===== src/rtl/tsdf_pkg.sv =====
package tsdf_pkg;

  // Widths of the result fields
  localparam int unsigned POS_W   = 16;
  localparam int unsigned COUNT_W = 9;
  localparam int unsigned TS_W    = 62;

  localparam int unsigned MAX_CAPTURE_DEF = 65535;

  // Transport stream packet size and its reciprocal: 188 = 4 * 47
  localparam int unsigned TS_PACKET_BYTES = 188;
  localparam int unsigned TS_PRE_SHIFT    = 2;
  localparam int unsigned TS_ODD_FACTOR   = TS_PACKET_BYTES / (1 << TS_PRE_SHIFT);
  localparam int unsigned TS_RECIP_SHIFT  = 20;
  localparam int unsigned TS_RECIP        =
    ((1 << TS_RECIP_SHIFT) + TS_ODD_FACTOR - 1) / TS_ODD_FACTOR;

  // Link and protocol header constants
  localparam logic [4:0]  ETH_HDR_BYTES    = 5'd14;
  localparam logic [4:0]  VLAN_HDR_BYTES   = 5'd18;
  localparam logic [4:0]  LOOP_HDR_BYTES   = 5'd4;
  localparam logic [4:0]  COOKED_HDR_BYTES = 5'd16;
  localparam logic [15:0] ETH_TYPE_HI_AT   = 16'd12;
  localparam logic [15:0] ETH_TYPE_LO_AT   = 16'd13;
  localparam logic [15:0] VLAN_TPID        = 16'h8100;
  localparam logic [3:0]  IPV4_VERSION     = 4'd4;
  localparam logic [7:0]  IP_PROTO_UDP     = 8'd17;
  localparam logic [15:0] IP_PROTO_AT      = 16'd9;
  localparam logic [15:0] UDP_LEN_AT       = 16'd4;
  localparam logic [15:0] IPV4_MIN_HDR     = 16'd20;
  localparam logic [15:0] UDP_HDR_BYTES    = 16'd8;
  localparam logic [6:0]  RTP_FIXED_BYTES  = 7'd12;
  localparam logic [7:0]  RTP_EXT_LEN_AT   = 8'd14;
  localparam logic [15:0] RTP_EXT_HDR      = 16'd4;

  localparam logic [29:0] NS_PER_SEC = 30'd1000000000;
  localparam logic [9:0]  NS_PER_US  = 10'd1000;

  typedef enum logic [1:0] {
    LK_ETHERNET    = 2'd0,
    LK_LOOPBACK    = 2'd1,
    LK_COOKED      = 2'd2,
    LK_UNSUPPORTED = 2'd3
  } link_kind_t;

  typedef enum logic [2:0] {
    ST_RAW_TS      = 3'd0,
    ST_RTP_TS      = 3'd1,
    ST_TOO_SHORT   = 3'd2,
    ST_NOT_UDP     = 3'd3,
    ST_BAD_UDP_LEN = 3'd4,
    ST_NOT_ALIGNED = 3'd5,
    ST_NO_LINK     = 3'd6
  } frame_status_t;

  // Header fields gathered over one frame, as they stand after its last byte
  typedef struct packed {
    logic [POS_W-1:0] caplen;
    logic [4:0]       link_hdr_len;
    logic             ip_version_ok;
    logic [3:0]       ip_hdr_words;
    logic [15:0]      udp_len;
    logic [7:0]       rtp_first;
    logic [15:0]      ext_len;
    logic             proto_udp;
  } frame_hdr_t;

endpackage


===== src/rtl/tsdf_hdr.sv =====
// Per-byte header tracker: follows the byte position and picks header fields.
module tsdf_hdr #(
  parameter int unsigned MAX_CAPTURE = tsdf_pkg::MAX_CAPTURE_DEF
) (
  input  logic                  clk,
  input  logic                  rst_n,
  input  logic                  take,
  input  logic [7:0]            data_byte,
  input  logic                  last_byte,
  input  tsdf_pkg::link_kind_t  link_kind,
  output tsdf_pkg::frame_hdr_t  snap
);

  logic [tsdf_pkg::POS_W-1:0] pos_r, pos_nxt, pos_upd;
  logic [4:0]  lh_r, lh_nxt, lh_upd, lh_cur;
  logic [7:0]  eth_hi_r, eth_hi_nxt, eth_hi_upd;
  logic        ipok_r, ipok_nxt, ipok_upd;
  logic [3:0]  ihl_r, ihl_nxt, ihl_upd;
  logic [15:0] udp_len_r, udp_len_nxt, udp_len_upd;
  logic [7:0]  rtp_r, rtp_nxt, rtp_upd;
  logic [15:0] ext_len_r, ext_len_nxt, ext_len_upd;
  logic        udp_r, udp_nxt, udp_upd;
  logic [6:0]  udp_start;
  logic [6:0]  pay_start;
  logic [7:0]  ext_at;
  logic [15:0] lh16;

  always_comb begin
    pos_upd     = pos_r;
    lh_upd      = lh_r;
    eth_hi_upd  = eth_hi_r;
    ipok_upd    = ipok_r;
    ihl_upd     = ihl_r;
    udp_len_upd = udp_len_r;
    rtp_upd     = rtp_r;
    ext_len_upd = ext_len_r;
    udp_upd     = udp_r;
    lh_cur      = lh_r;
    lh16        = {11'd0, lh_r};
    udp_start   = {2'b00, lh_r} + {1'b0, ihl_r, 2'b00};
    pay_start   = udp_start + 7'd8;
    ext_at      = {1'b0, pay_start} + tsdf_pkg::RTP_EXT_LEN_AT + {2'b00, rtp_r[3:0], 2'b00};

    if (pos_r < tsdf_pkg::POS_W'(MAX_CAPTURE)) begin
      pos_upd = pos_r + 1'b1;
      // Latch the link header length on the first byte of the frame
      if (pos_r == '0) begin
        unique case (link_kind)
          tsdf_pkg::LK_ETHERNET:    lh_cur = tsdf_pkg::ETH_HDR_BYTES;
          tsdf_pkg::LK_LOOPBACK:    lh_cur = tsdf_pkg::LOOP_HDR_BYTES;
          tsdf_pkg::LK_COOKED:      lh_cur = tsdf_pkg::COOKED_HDR_BYTES;
          tsdf_pkg::LK_UNSUPPORTED: lh_cur = '0;
        endcase
      end
      lh_upd    = lh_cur;
      lh16      = {11'd0, lh_cur};
      udp_start = {2'b00, lh_cur} + {1'b0, ihl_r, 2'b00};
      pay_start = udp_start + 7'd8;
      ext_at    = {1'b0, pay_start} + tsdf_pkg::RTP_EXT_LEN_AT + {2'b00, rtp_r[3:0], 2'b00};

      if (lh_cur != '0) begin
        if (lh_cur == tsdf_pkg::ETH_HDR_BYTES && pos_r == tsdf_pkg::ETH_TYPE_HI_AT) begin
          eth_hi_upd = data_byte;
        end
        if (lh_cur == tsdf_pkg::ETH_HDR_BYTES && pos_r == tsdf_pkg::ETH_TYPE_LO_AT &&
            {eth_hi_r, data_byte} == tsdf_pkg::VLAN_TPID) begin
          lh_upd = tsdf_pkg::VLAN_HDR_BYTES;
        end
        if (pos_r == lh16) begin
          ipok_upd = (data_byte[7:4] == tsdf_pkg::IPV4_VERSION);
          ihl_upd  = data_byte[3:0];
        end else if (pos_r > lh16) begin
          if (pos_r == lh16 + tsdf_pkg::IP_PROTO_AT) begin
            udp_upd = (data_byte == tsdf_pkg::IP_PROTO_UDP);
          end
          if (pos_r == {9'd0, udp_start} + tsdf_pkg::UDP_LEN_AT) begin
            udp_len_upd[15:8] = data_byte;
          end
          if (pos_r == {9'd0, udp_start} + tsdf_pkg::UDP_LEN_AT + 16'd1) begin
            udp_len_upd[7:0] = data_byte;
          end
          if (pos_r == {9'd0, pay_start}) begin
            rtp_upd = data_byte;
          end else if (pos_r > {9'd0, pay_start}) begin
            if (pos_r == {8'd0, ext_at}) begin
              ext_len_upd[15:8] = data_byte;
            end
            if (pos_r == {8'd0, ext_at} + 16'd1) begin
              ext_len_upd[7:0] = data_byte;
            end
          end
        end
      end
    end
  end

  always_comb begin
    snap.caplen        = pos_upd;
    snap.link_hdr_len  = lh_upd;
    snap.ip_version_ok = ipok_upd;
    snap.ip_hdr_words  = ihl_upd;
    snap.udp_len       = udp_len_upd;
    snap.rtp_first     = rtp_upd;
    snap.ext_len       = ext_len_upd;
    snap.proto_udp     = udp_upd;
  end

  // Hold when idle, advance on a byte, clear after the last byte
  always_comb begin
    pos_nxt     = pos_r;
    lh_nxt      = lh_r;
    eth_hi_nxt  = eth_hi_r;
    ipok_nxt    = ipok_r;
    ihl_nxt     = ihl_r;
    udp_len_nxt = udp_len_r;
    rtp_nxt     = rtp_r;
    ext_len_nxt = ext_len_r;
    udp_nxt     = udp_r;
    if (take) begin
      if (last_byte) begin
        pos_nxt     = '0;
        lh_nxt      = '0;
        eth_hi_nxt  = '0;
        ipok_nxt    = 1'b0;
        ihl_nxt     = '0;
        udp_len_nxt = '0;
        rtp_nxt     = '0;
        ext_len_nxt = '0;
        udp_nxt     = 1'b0;
      end else begin
        pos_nxt     = pos_upd;
        lh_nxt      = lh_upd;
        eth_hi_nxt  = eth_hi_upd;
        ipok_nxt    = ipok_upd;
        ihl_nxt     = ihl_upd;
        udp_len_nxt = udp_len_upd;
        rtp_nxt     = rtp_upd;
        ext_len_nxt = ext_len_upd;
        udp_nxt     = udp_upd;
      end
    end
  end

  always_ff @(posedge clk) begin
    if (!rst_n) begin
      pos_r     <= '0;
      lh_r      <= '0;
      eth_hi_r  <= '0;
      ipok_r    <= 1'b0;
      ihl_r     <= '0;
      udp_len_r <= '0;
      rtp_r     <= '0;
      ext_len_r <= '0;
      udp_r     <= 1'b0;
    end else begin
      pos_r     <= pos_nxt;
      lh_r      <= lh_nxt;
      eth_hi_r  <= eth_hi_nxt;
      ipok_r    <= ipok_nxt;
      ihl_r     <= ihl_nxt;
      udp_len_r <= udp_len_nxt;
      rtp_r     <= rtp_nxt;
      ext_len_r <= ext_len_nxt;
      udp_r     <= udp_nxt;
    end
  end

endmodule


===== src/rtl/tsdf_div188.sv =====
// Divide by the TS packet size through a registered reciprocal multiply.
module tsdf_div188 (
  input  logic                         clk,
  input  logic                         load,
  input  logic [15:0]                  x,
  output logic [tsdf_pkg::COUNT_W-1:0] q,
  output logic                         exact
);

  localparam logic [14:0] RECIP = 15'(tsdf_pkg::TS_RECIP);
  localparam int unsigned PROD_W = 29;

  logic [15:0]       x_r, x_nxt;
  logic [PROD_W-1:0] prod_r, prod_nxt;
  logic [16:0]       back;

  // Drop the factor of four first, then multiply by the reciprocal of 47
  assign x_nxt    = x;
  assign prod_nxt = PROD_W'(x[15:tsdf_pkg::TS_PRE_SHIFT]) * PROD_W'(RECIP);

  always_ff @(posedge clk) begin
    if (load) begin
      x_r    <= x_nxt;
      prod_r <= prod_nxt;
    end
  end

  assign q     = prod_r[PROD_W-1:tsdf_pkg::TS_RECIP_SHIFT];
  assign back  = {8'd0, q} * 17'(tsdf_pkg::TS_PACKET_BYTES);
  assign exact = ({1'b0, x_r} == back);

endmodule


===== src/rtl/ts_over_udp_rtp_deframer.sv =====
// Channel  Dir  Signals                         Contents (lowest bit first)
// in_      in   tvalid tready tdata[63:0] tlast data_byte, capture_seconds, capture_micros;
//                                               tlast = last_byte
// out_     out  tvalid tready tdata[87:0] tuser payload_offset, packet_count, timestamp_ns;
//                                               tuser = frame_status
// cfg_     in   wr_en wr_data[1:0]              link_kind
//
// One frame byte is taken every cycle while in_tready is high; each byte only updates the position and
// header registers. The last byte of a frame enters a four-register result pipe
// (snapshot, classify and multiply, reciprocal divide and sum, result), so its
// result shows on out_tvalid once it reaches the result register.
// Reset (rst_n low at a clock edge) selects Ethernet and clears frame state and
// the result pipe. in_tready falls only when all four result registers hold a
// result that waits on out_tready; bytes that end no frame pass freely otherwise.
module ts_over_udp_rtp_deframer #(
  parameter int unsigned MAX_CAPTURE = tsdf_pkg::MAX_CAPTURE_DEF
) (
  input  logic        clk,
  input  logic        rst_n,
  input  logic        in_tvalid,
  output logic        in_tready,
  input  logic [63:0] in_tdata,   // data_byte[7:0], capture_seconds[39:8], capture_micros[59:40]
  input  logic        in_tlast,   // last_byte
  output logic        out_tvalid,
  input  logic        out_tready,
  output logic [87:0] out_tdata,  // payload_offset[15:0], packet_count[24:16], timestamp_ns[86:25]
  output logic [2:0]  out_tuser,  // frame_status[2:0]
  input  logic        cfg_wr_en,
  input  logic [1:0]  cfg_wr_data // link_kind
);

  localparam int unsigned POS_W   = tsdf_pkg::POS_W;
  localparam int unsigned COUNT_W = tsdf_pkg::COUNT_W;
  localparam int unsigned TS_W    = tsdf_pkg::TS_W;

  // Configuration
  tsdf_pkg::link_kind_t link_kind_r, link_kind_nxt;

  // Pipe control
  logic s1_v_r, s2_v_r, s3_v_r, out_v_r;
  logic rdy1, rdy2, rdy3, rdy_out;
  logic take, take_last, load2, load3, load_out;

  // Byte tracker snapshot
  tsdf_pkg::frame_hdr_t snap;

  // Stage 1: snapshot of the finished frame
  tsdf_pkg::frame_hdr_t s1_hdr_r;
  logic [31:0]          s1_secs_r;
  logic [19:0]          s1_us_r;

  // Stage 2: classification, lengths and timestamp products
  tsdf_pkg::frame_status_t s2_pre_r, s2_pre_nxt;
  logic                    s2_ok_r, s2_ok_nxt;
  logic                    s2_rtp_fit_r, s2_rtp_fit_nxt;
  logic [6:0]              s2_off_raw_r, s2_off_raw_nxt;
  logic [15:0]             s2_off_rtp_r, s2_off_rtp_nxt;
  logic [15:0]             s2_plen_r, s2_plen_nxt;
  logic [15:0]             s2_rest_r, s2_rest_nxt;
  logic [TS_W-1:0]         s2_ts_sec_r, s2_ts_sec_nxt;
  logic [29:0]             s2_ts_us_r, s2_ts_us_nxt;

  // Stage 3: divide and timestamp sum
  tsdf_pkg::frame_status_t s3_pre_r;
  logic                    s3_ok_r;
  logic                    s3_rtp_fit_r;
  logic [6:0]              s3_off_raw_r;
  logic [15:0]             s3_off_rtp_r;
  logic [TS_W-1:0]         s3_ts_r, s3_ts_nxt;

  logic [COUNT_W-1:0] qa, qb;
  logic               a_exact, b_exact;

  // Result register
  tsdf_pkg::frame_status_t out_status_r, out_status_nxt;
  logic [POS_W-1:0]        out_offset_r, out_offset_nxt;
  logic [COUNT_W-1:0]      out_count_r, out_count_nxt;
  logic [TS_W-1:0]         out_ts_r;

  // Stage 2 working signals
  logic [6:0]  lh7, hdr_end, pstart, rtp_base;
  logic [15:0] min_frame, plen;
  logic [16:0] udp_end;
  logic [18:0] rl;
  logic        has_min, has_ext;

  // ---------------------------------------------------------------------------
  // Handshake: each stage moves on when the one after it is empty or moving.
  // ---------------------------------------------------------------------------
  assign rdy_out   = !out_v_r || out_tready;
  assign rdy3      = !s3_v_r || rdy_out;
  assign rdy2      = !s2_v_r || rdy3;
  assign rdy1      = !s1_v_r || rdy2;
  assign in_tready = rdy1;
  assign take      = in_tvalid && rdy1;
  assign take_last = take && in_tlast;
  assign load2     = rdy2 && s1_v_r;
  assign load3     = rdy3 && s2_v_r;
  assign load_out  = rdy_out && s3_v_r;

  assign link_kind_nxt = cfg_wr_en ? tsdf_pkg::link_kind_t'(cfg_wr_data) : link_kind_r;

  always_ff @(posedge clk) begin
    if (!rst_n) begin
      link_kind_r <= tsdf_pkg::LK_ETHERNET;
      s1_v_r      <= 1'b0;
      s2_v_r      <= 1'b0;
      s3_v_r      <= 1'b0;
      out_v_r     <= 1'b0;
    end else begin
      link_kind_r <= link_kind_nxt;
      if (rdy1) begin
        s1_v_r <= take_last;
      end
      if (rdy2) begin
        s2_v_r <= s1_v_r;
      end
      if (rdy3) begin
        s3_v_r <= s2_v_r;
      end
      if (rdy_out) begin
        out_v_r <= s3_v_r;
      end
    end
  end

  // ---------------------------------------------------------------------------
  // Byte tracker: position, link header length and the header fields.
  // ---------------------------------------------------------------------------
  tsdf_hdr #(
    .MAX_CAPTURE (MAX_CAPTURE)
  ) u_hdr (
    .clk       (clk),
    .rst_n     (rst_n),
    .take      (take),
    .data_byte (in_tdata[7:0]),
    .last_byte (in_tlast),
    .link_kind (link_kind_r),
    .snap      (snap)
  );

  // Capture the frame's fields and its time on the last byte
  always_ff @(posedge clk) begin
    if (take_last) begin
      s1_hdr_r  <= snap;
      s1_secs_r <= in_tdata[39:8];
      s1_us_r   <= in_tdata[59:40];
    end
  end

  // ---------------------------------------------------------------------------
  // Stage 2: ordered checks, UDP payload length and RTP header length.
  // ---------------------------------------------------------------------------
  always_comb begin
    lh7       = {2'b00, s1_hdr_r.link_hdr_len};
    hdr_end   = lh7 + {1'b0, s1_hdr_r.ip_hdr_words, 2'b00};
    pstart    = hdr_end + 7'(tsdf_pkg::UDP_HDR_BYTES);
    min_frame = {9'd0, lh7} + tsdf_pkg::IPV4_MIN_HDR + tsdf_pkg::UDP_HDR_BYTES;
    udp_end   = {1'b0, s1_hdr_r.udp_len} + {10'd0, hdr_end};
    plen      = s1_hdr_r.udp_len - tsdf_pkg::UDP_HDR_BYTES;

    // RTP: fixed part plus CSRC list, then the extension if it fits
    rtp_base = tsdf_pkg::RTP_FIXED_BYTES + {1'b0, s1_hdr_r.rtp_first[3:0], 2'b00};
    has_min  = plen >= {9'd0, tsdf_pkg::RTP_FIXED_BYTES};
    has_ext  = s1_hdr_r.rtp_first[4] && (plen >= {9'd0, rtp_base} + tsdf_pkg::RTP_EXT_HDR);
    if (has_ext) begin
      rl = {12'd0, rtp_base} + 19'(tsdf_pkg::RTP_EXT_HDR) + {1'b0, s1_hdr_r.ext_len, 2'b00};
    end else if (has_min) begin
      rl = {12'd0, rtp_base};
    end else begin
      rl = '0;
    end
    s2_rtp_fit_nxt = has_min && (rl < {3'd0, plen});
    s2_rest_nxt    = plen - rl[15:0];
    s2_off_rtp_nxt = {9'd0, pstart} + rl[15:0];
    s2_off_raw_nxt = pstart;
    s2_plen_nxt    = plen;

    s2_ok_nxt  = 1'b0;
    s2_pre_nxt = tsdf_pkg::ST_RAW_TS;
    priority if (s1_hdr_r.link_hdr_len == '0) begin
      s2_pre_nxt = tsdf_pkg::ST_NO_LINK;
    end else if (s1_hdr_r.caplen < min_frame) begin
      s2_pre_nxt = tsdf_pkg::ST_TOO_SHORT;
    end else if (!s1_hdr_r.ip_version_ok || !s1_hdr_r.proto_udp) begin
      s2_pre_nxt = tsdf_pkg::ST_NOT_UDP;
    end else if (s1_hdr_r.caplen < {9'd0, pstart}) begin
      s2_pre_nxt = tsdf_pkg::ST_TOO_SHORT;
    end else if (s1_hdr_r.udp_len <= tsdf_pkg::UDP_HDR_BYTES ||
                 udp_end > {1'b0, s1_hdr_r.caplen}) begin
      s2_pre_nxt = tsdf_pkg::ST_BAD_UDP_LEN;
    end else begin
      s2_ok_nxt = 1'b1;
    end

    s2_ts_sec_nxt = TS_W'(s1_secs_r) * TS_W'(tsdf_pkg::NS_PER_SEC);
    s2_ts_us_nxt  = 30'(s1_us_r) * 30'(tsdf_pkg::NS_PER_US);
  end

  always_ff @(posedge clk) begin
    if (load2) begin
      s2_pre_r     <= s2_pre_nxt;
      s2_ok_r      <= s2_ok_nxt;
      s2_rtp_fit_r <= s2_rtp_fit_nxt;
      s2_off_raw_r <= s2_off_raw_nxt;
      s2_off_rtp_r <= s2_off_rtp_nxt;
      s2_plen_r    <= s2_plen_nxt;
      s2_rest_r    <= s2_rest_nxt;
      s2_ts_sec_r  <= s2_ts_sec_nxt;
      s2_ts_us_r   <= s2_ts_us_nxt;
    end
  end

  // ---------------------------------------------------------------------------
  // Stage 3: divide the payload and the RTP remainder by the packet size.
  // ---------------------------------------------------------------------------
  tsdf_div188 u_div_raw (
    .clk   (clk),
    .load  (load3),
    .x     (s2_plen_r),
    .q     (qa),
    .exact (a_exact)
  );

  tsdf_div188 u_div_rtp (
    .clk   (clk),
    .load  (load3),
    .x     (s2_rest_r),
    .q     (qb),
    .exact (b_exact)
  );

  assign s3_ts_nxt = s2_ts_sec_r + TS_W'(s2_ts_us_r);

  always_ff @(posedge clk) begin
    if (load3) begin
      s3_pre_r     <= s2_pre_r;
      s3_ok_r      <= s2_ok_r;
      s3_rtp_fit_r <= s2_rtp_fit_r;
      s3_off_raw_r <= s2_off_raw_r;
      s3_off_rtp_r <= s2_off_rtp_r;
      s3_ts_r      <= s3_ts_nxt;
    end
  end

  // ---------------------------------------------------------------------------
  // Result: raw TS wins over RTP; offset and count stay zero when dropped.
  // ---------------------------------------------------------------------------
  always_comb begin
    out_status_nxt = tsdf_pkg::ST_NOT_ALIGNED;
    out_offset_nxt = '0;
    out_count_nxt  = '0;
    priority if (!s3_ok_r) begin
      out_status_nxt = s3_pre_r;
    end else if (a_exact) begin
      out_status_nxt = tsdf_pkg::ST_RAW_TS;
      out_offset_nxt = {9'd0, s3_off_raw_r};
      out_count_nxt  = qa;
    end else if (s3_rtp_fit_r && b_exact) begin
      out_status_nxt = tsdf_pkg::ST_RTP_TS;
      out_offset_nxt = s3_off_rtp_r;
      out_count_nxt  = qb;
    end else begin
      out_status_nxt = tsdf_pkg::ST_NOT_ALIGNED;
    end
  end

  always_ff @(posedge clk) begin
    if (load_out) begin
      out_status_r <= out_status_nxt;
      out_offset_r <= out_offset_nxt;
      out_count_r  <= out_count_nxt;
      out_ts_r     <= s3_ts_r;
    end
  end

  assign out_tvalid = out_v_r;
  assign out_tuser  = out_status_r;
  assign out_tdata  = {1'b0, out_ts_r, out_count_r, out_offset_r};

  // ---------------------------------------------------------------------------
  // Checks
  // ---------------------------------------------------------------------------
  a_last_enters_pipe: assert property (@(posedge clk) disable iff (!rst_n)
    in_tvalid && in_tready && in_tlast |=> s1_v_r)
    else $error("last byte did not enter the result pipe");

  a_stall_only_when_full: assert property (@(posedge clk) disable iff (!rst_n)
    !in_tready |-> s1_v_r && s2_v_r && s3_v_r && out_v_r && !out_tready)
    else $error("input stalled with room in the result pipe");

  a_dropped_frame_empty: assert property (@(posedge clk) disable iff (!rst_n)
    out_tvalid && (out_tuser != tsdf_pkg::ST_RAW_TS) && (out_tuser != tsdf_pkg::ST_RTP_TS)
      |-> out_tdata[24:0] == '0)
    else $error("dropped frame carries an offset or a packet count");

endmodule


===== config.mk =====
export PLATFORM = sky130hd
export DESIGN_NAME = ts_over_udp_rtp_deframer
export DESIGN_NICKNAME = d
export VERILOG_FILES = /design/src/rtl/tsdf_pkg.sv /design/src/rtl/tsdf_hdr.sv /design/src/rtl/tsdf_div188.sv /design/src/rtl/ts_over_udp_rtp_deframer.sv
export SDC_FILE = /design/constraint.sdc
export NUM_CORES = 2
export LEC_CHECK = 0
export ABC_AREA = 0
export ABC_CLOCK_PERIOD_IN_PS = 14220
export BUFFER_PORTS_ARGS = -buffer_cell sky130_fd_sc_hd__buf_2
export CAP_MARGIN = 20
export CORE_MARGIN = 1
export CORE_UTILIZATION = 65
export CTS_CLUSTER_SIZE = 12
export DETAILED_ROUTE_END_ITERATION = 7
export PLACE_DENSITY = 0.83
export SYNTH_ARGS = -nofsm -noshare
export SYNTH_HDL_FRONTEND = slang
export SYNTH_SLANG_ARGS = --single-unit

===== constraint.sdc =====
create_clock -name clk -period 14.22 [get_ports clk]
set_input_delay 2.133 -clock clk [delete_from_list [all_inputs] [get_ports clk]]
set_output_delay 2.133 -clock clk [all_outputs]
set_load 0.03 [all_outputs]

==> summary by stage <==
Floorplan
The placeable core region is 77720 um2. For this configuration, the core starts out at a cell density of 65.99%. Measured along the x axis, the die boundary spans 282.9 um.

The floorplan die area is 80030 um2. The number of top-level design ports is 165. The floorplan has 102 rows. The y dimension of the die is 282.9 um.

Logic synthesis
The most used flip-flop cell after synthesis is edfxtp_1. The number of different library cells used by synthesis comes to 92. The synthesized netlist occupies a cell area of 51290 um2. The Yosys step of the flow raised 0 warnings. The most common cell in the synthesized netlist is inv_1.

The area share of the largest cell type after synthesis is 27.63%. Counting flops with a built-in enable in the synthesized netlist gives 472. Synthesis handed over a netlist of 4494 instances. In this run the mean area of a mapped cell was 11.41 um2. The post-synthesis async set-or-reset flop share is 0%. Yosys attributes the largest share of cell area to edfxtp_1 (28%), fa_1 (22%), ha_1 (19%). Summed over all instances, the cell type with the most area after synthesis is edfxtp_1.

The number of synthesized register bits is 550. Of the synthesized area, sequential elements account for 30.68%. The commonest cells after synthesis are inv_1 (847), ha_1 (759), fa_1 (563).

Final layout
The antenna diode count is 0. The post-route netlist has 7.263% of its cells at a drive strength greater than 1. After filler insertion, the fill cell instance count of the layout stands at 5297. The number of nets in the layout is 6055.

The synthesis-to-layout area growth is 7.699%.

Timing
Setup repair after global routing left no endpoint under its margin. The max-slew violation count is 0. Dividing the final minimum period by the clock period gives 53.38%. The worst slew margin relative to its limit is 29.80%. The number of hold-slack violations in the final timing report is 0.

The aggregate negative setup slack is 0 ps. The slew of the pin with the lowest slew margin is 1053 ps. For this run, the top clock speed supported by timing is 131.7 MHz.

Between clock sinks in the finished design, the worst skew comes to 32.90 ps. The final critical path time including I/O delays and setup is 7590 ps. The number of setup violations in the final report is 0.

Route
The iteration-0 DRC count of the detailed router is 2571. The number of nets still failing antenna checks after routing is 0. The count of TritonRoute iterations in the first routing pass is 5. The number of DRC violations after detailed routing is 0. The detail-routed net length per standard cell is 19.69 um. The via count is 33090. Dividing the detail-routed via count by the number of cells gives 5.756. The sum of routed wire length over all layers is 113200 um.

Clock tree
The TritonCTS clock tree is built. After clock tree synthesis, the clock-pin slew on the worst setup and hold paths is 60 ps. The H-tree was split into 2 levels. For this design, the sink count on the clock tree is 550. Buffers added to address setup during post-CTS repair amount to 0.

Clock tree synthesis inserted a total of 61 buffers. The clock passes through at most 3 buffers. Hold repair after CTS inserted 0 buffers.

The root buffer cell is clkbuf_16. The clock latency on the worst-skew pair is 660 ps. The total of cells resized after clock tree synthesis is 0.

Setup path
The setup path with the least slack is of type register to register. The worst path required time is 14610 ps. The maximum fanout count along the critical path is 7. STA classifies the critical path startpoint as a register. The critical path endpoint category is a register. At the worst endpoint, the arrival time is 7980 ps.

Global routing
For this run, the total global-route usage over all layers was measured as 28.78%. The wire length of the first global-routing pass is 181900 um. The via count of the first global-routing pass is 34580. The number of antenna violations at the first check in global routing is 1. The total overflow left after global routing is 0. The largest net degree at the start of global routing is 81.

Placed design
Port buffering added 156 buffers. Routability-driven placement finished with a final weighted congestion of 0.9513. The detailed placement HPWL is 91110 um.

Min path
The path category of the worst min-delay check is register to register.

Outcome
The run finished with clean final reports.

Flow run
The reported max-cap violation count is 0.
worst paths after layout:
| kind | from | endpoint | slack (ps) | depth (start not counted) |
|---|---|---|---|---|
| worst max register to register | s1_secs_r[7] | s2_ts_sec_r[59] | 6630 | 21 |
| worst min register to register | s3_ts_r[36] | out_ts_r[36] | 410 | 0 |
| worst max-delay path | s1_secs_r[7] | s2_ts_sec_r[59] | 6630 | 21 |
| worst min-delay path | s3_ts_r[36] | out_ts_r[36] | 410 | 0 |
final cells by class:
type | instances | area (um2) | share of cell area, %
inverters | 848 | 3186 | 5.767
flip-flops and latches | 550 | 15740 | 28.49
multi-input cells | 3032 | 32110 | 58.13
repair buffers | 168 | 887.1 | 1.606
clock buffers | 84 | 1667 | 3.017
well taps | 1040 | 1301 | 2.356
clock inverters | 27 | 354.1 | 0.6410
worst max-delay path, stage by stage (launching register included):
cell and delay [ps]:
edfxtp_1 580, inv_1 210, fa_1 550, fa_1 460
fa_1 550, fa_1 530, fa_1 540, inv_1 50
fa_1 560, inv_1 60, fa_1 500, inv_1 50
ha_1 360, a21o_1 200, a21o_1 160, a21oi_1 180
nor2_1 70, nor4_1 280, o41ai_2 230, a221oi_1 610
o21ai_1 260, o311a_1 350
cells in the final DEF, fill, tap and decap left out, types with 43 or more instances in the layout:
cell type  count
edfxtp_1     472
fa_1         563
nor2b_1      112
a21o_1        99
nand4_1       46
o21ai_0       90
xnor2_1      210
xor2_1        88
nor2_1       121
a22oi_1       52
nand3_1       79
buf_2        156
mux2_2        43
ha_1         759
a21oi_1      157
nor3_1        59
nand2_1      159
inv_1        846
dfxtp_1       78
clkbuf_16     61
metal layers:
layer | track usage (%) | routed length (um)
met1 | 40.28 | 49470
met2 | 46.83 | 53010
met3 | 3.929 | 7366
met4 | 8.818 | 3366
met5 | 0 | 0
flip-flops by register name (all words and copies together), names as in the netlist, 7 cells and up:
signal / cells
s2_off_raw_r: 7
s1_secs_r: 32
s1_hdr_r: 59
out_ts_r: 59
s3_off_rtp_r: 14
s2_ts_us_r: 27
s3_ts_r: 59
u_div_raw.prod_r: 10
u_div_rtp.prod_r: 10
s1_us_r: 20
s2_off_rtp_r: 14
out_offset_r: 16
out_count_r: 9
u_hdr.udp_len_r: 16
s2_ts_sec_r: 53
u_hdr.pos_r: 16
u_div_raw.x_r: 15
s3_off_raw_r: 7
s2_plen_r: 16
u_hdr.ext_len_r: 16
u_hdr.eth_hi_r: 8
s2_rest_r: 14
u_div_rtp.x_r: 13
through the flow:
step	worst slack (ps)	std cells	utilization, %	area (um2)	hold WS, ps
final	6630	5749	71.07	55240	406.0
after global routing	6217	5749	71.07	55240	412.4
after CTS	6626	5748	71.06	55230	410.7
after detailed placement	6606	5637	68.46	53210	404.5
after global placement	6793	5636	68.43	53190	400.7
after floorplan	1572	4497	-	51300	400.3
kinds of logic after synthesis:
logic type,count (synthesis),synth area share [%]
compound gates,594,7.697
xor+xnor,301,5.184
fa+ha+maj,1322,40.49
buf+inv,915,6.809
flops,550,30.68
mux,73,1.554
other cells,2,0.01464
simple gates,737,7.572
Power is left out: the tool's default activity adds up to more than one toggle a clock period on the data nets, which glitch-free logic cannot reach.
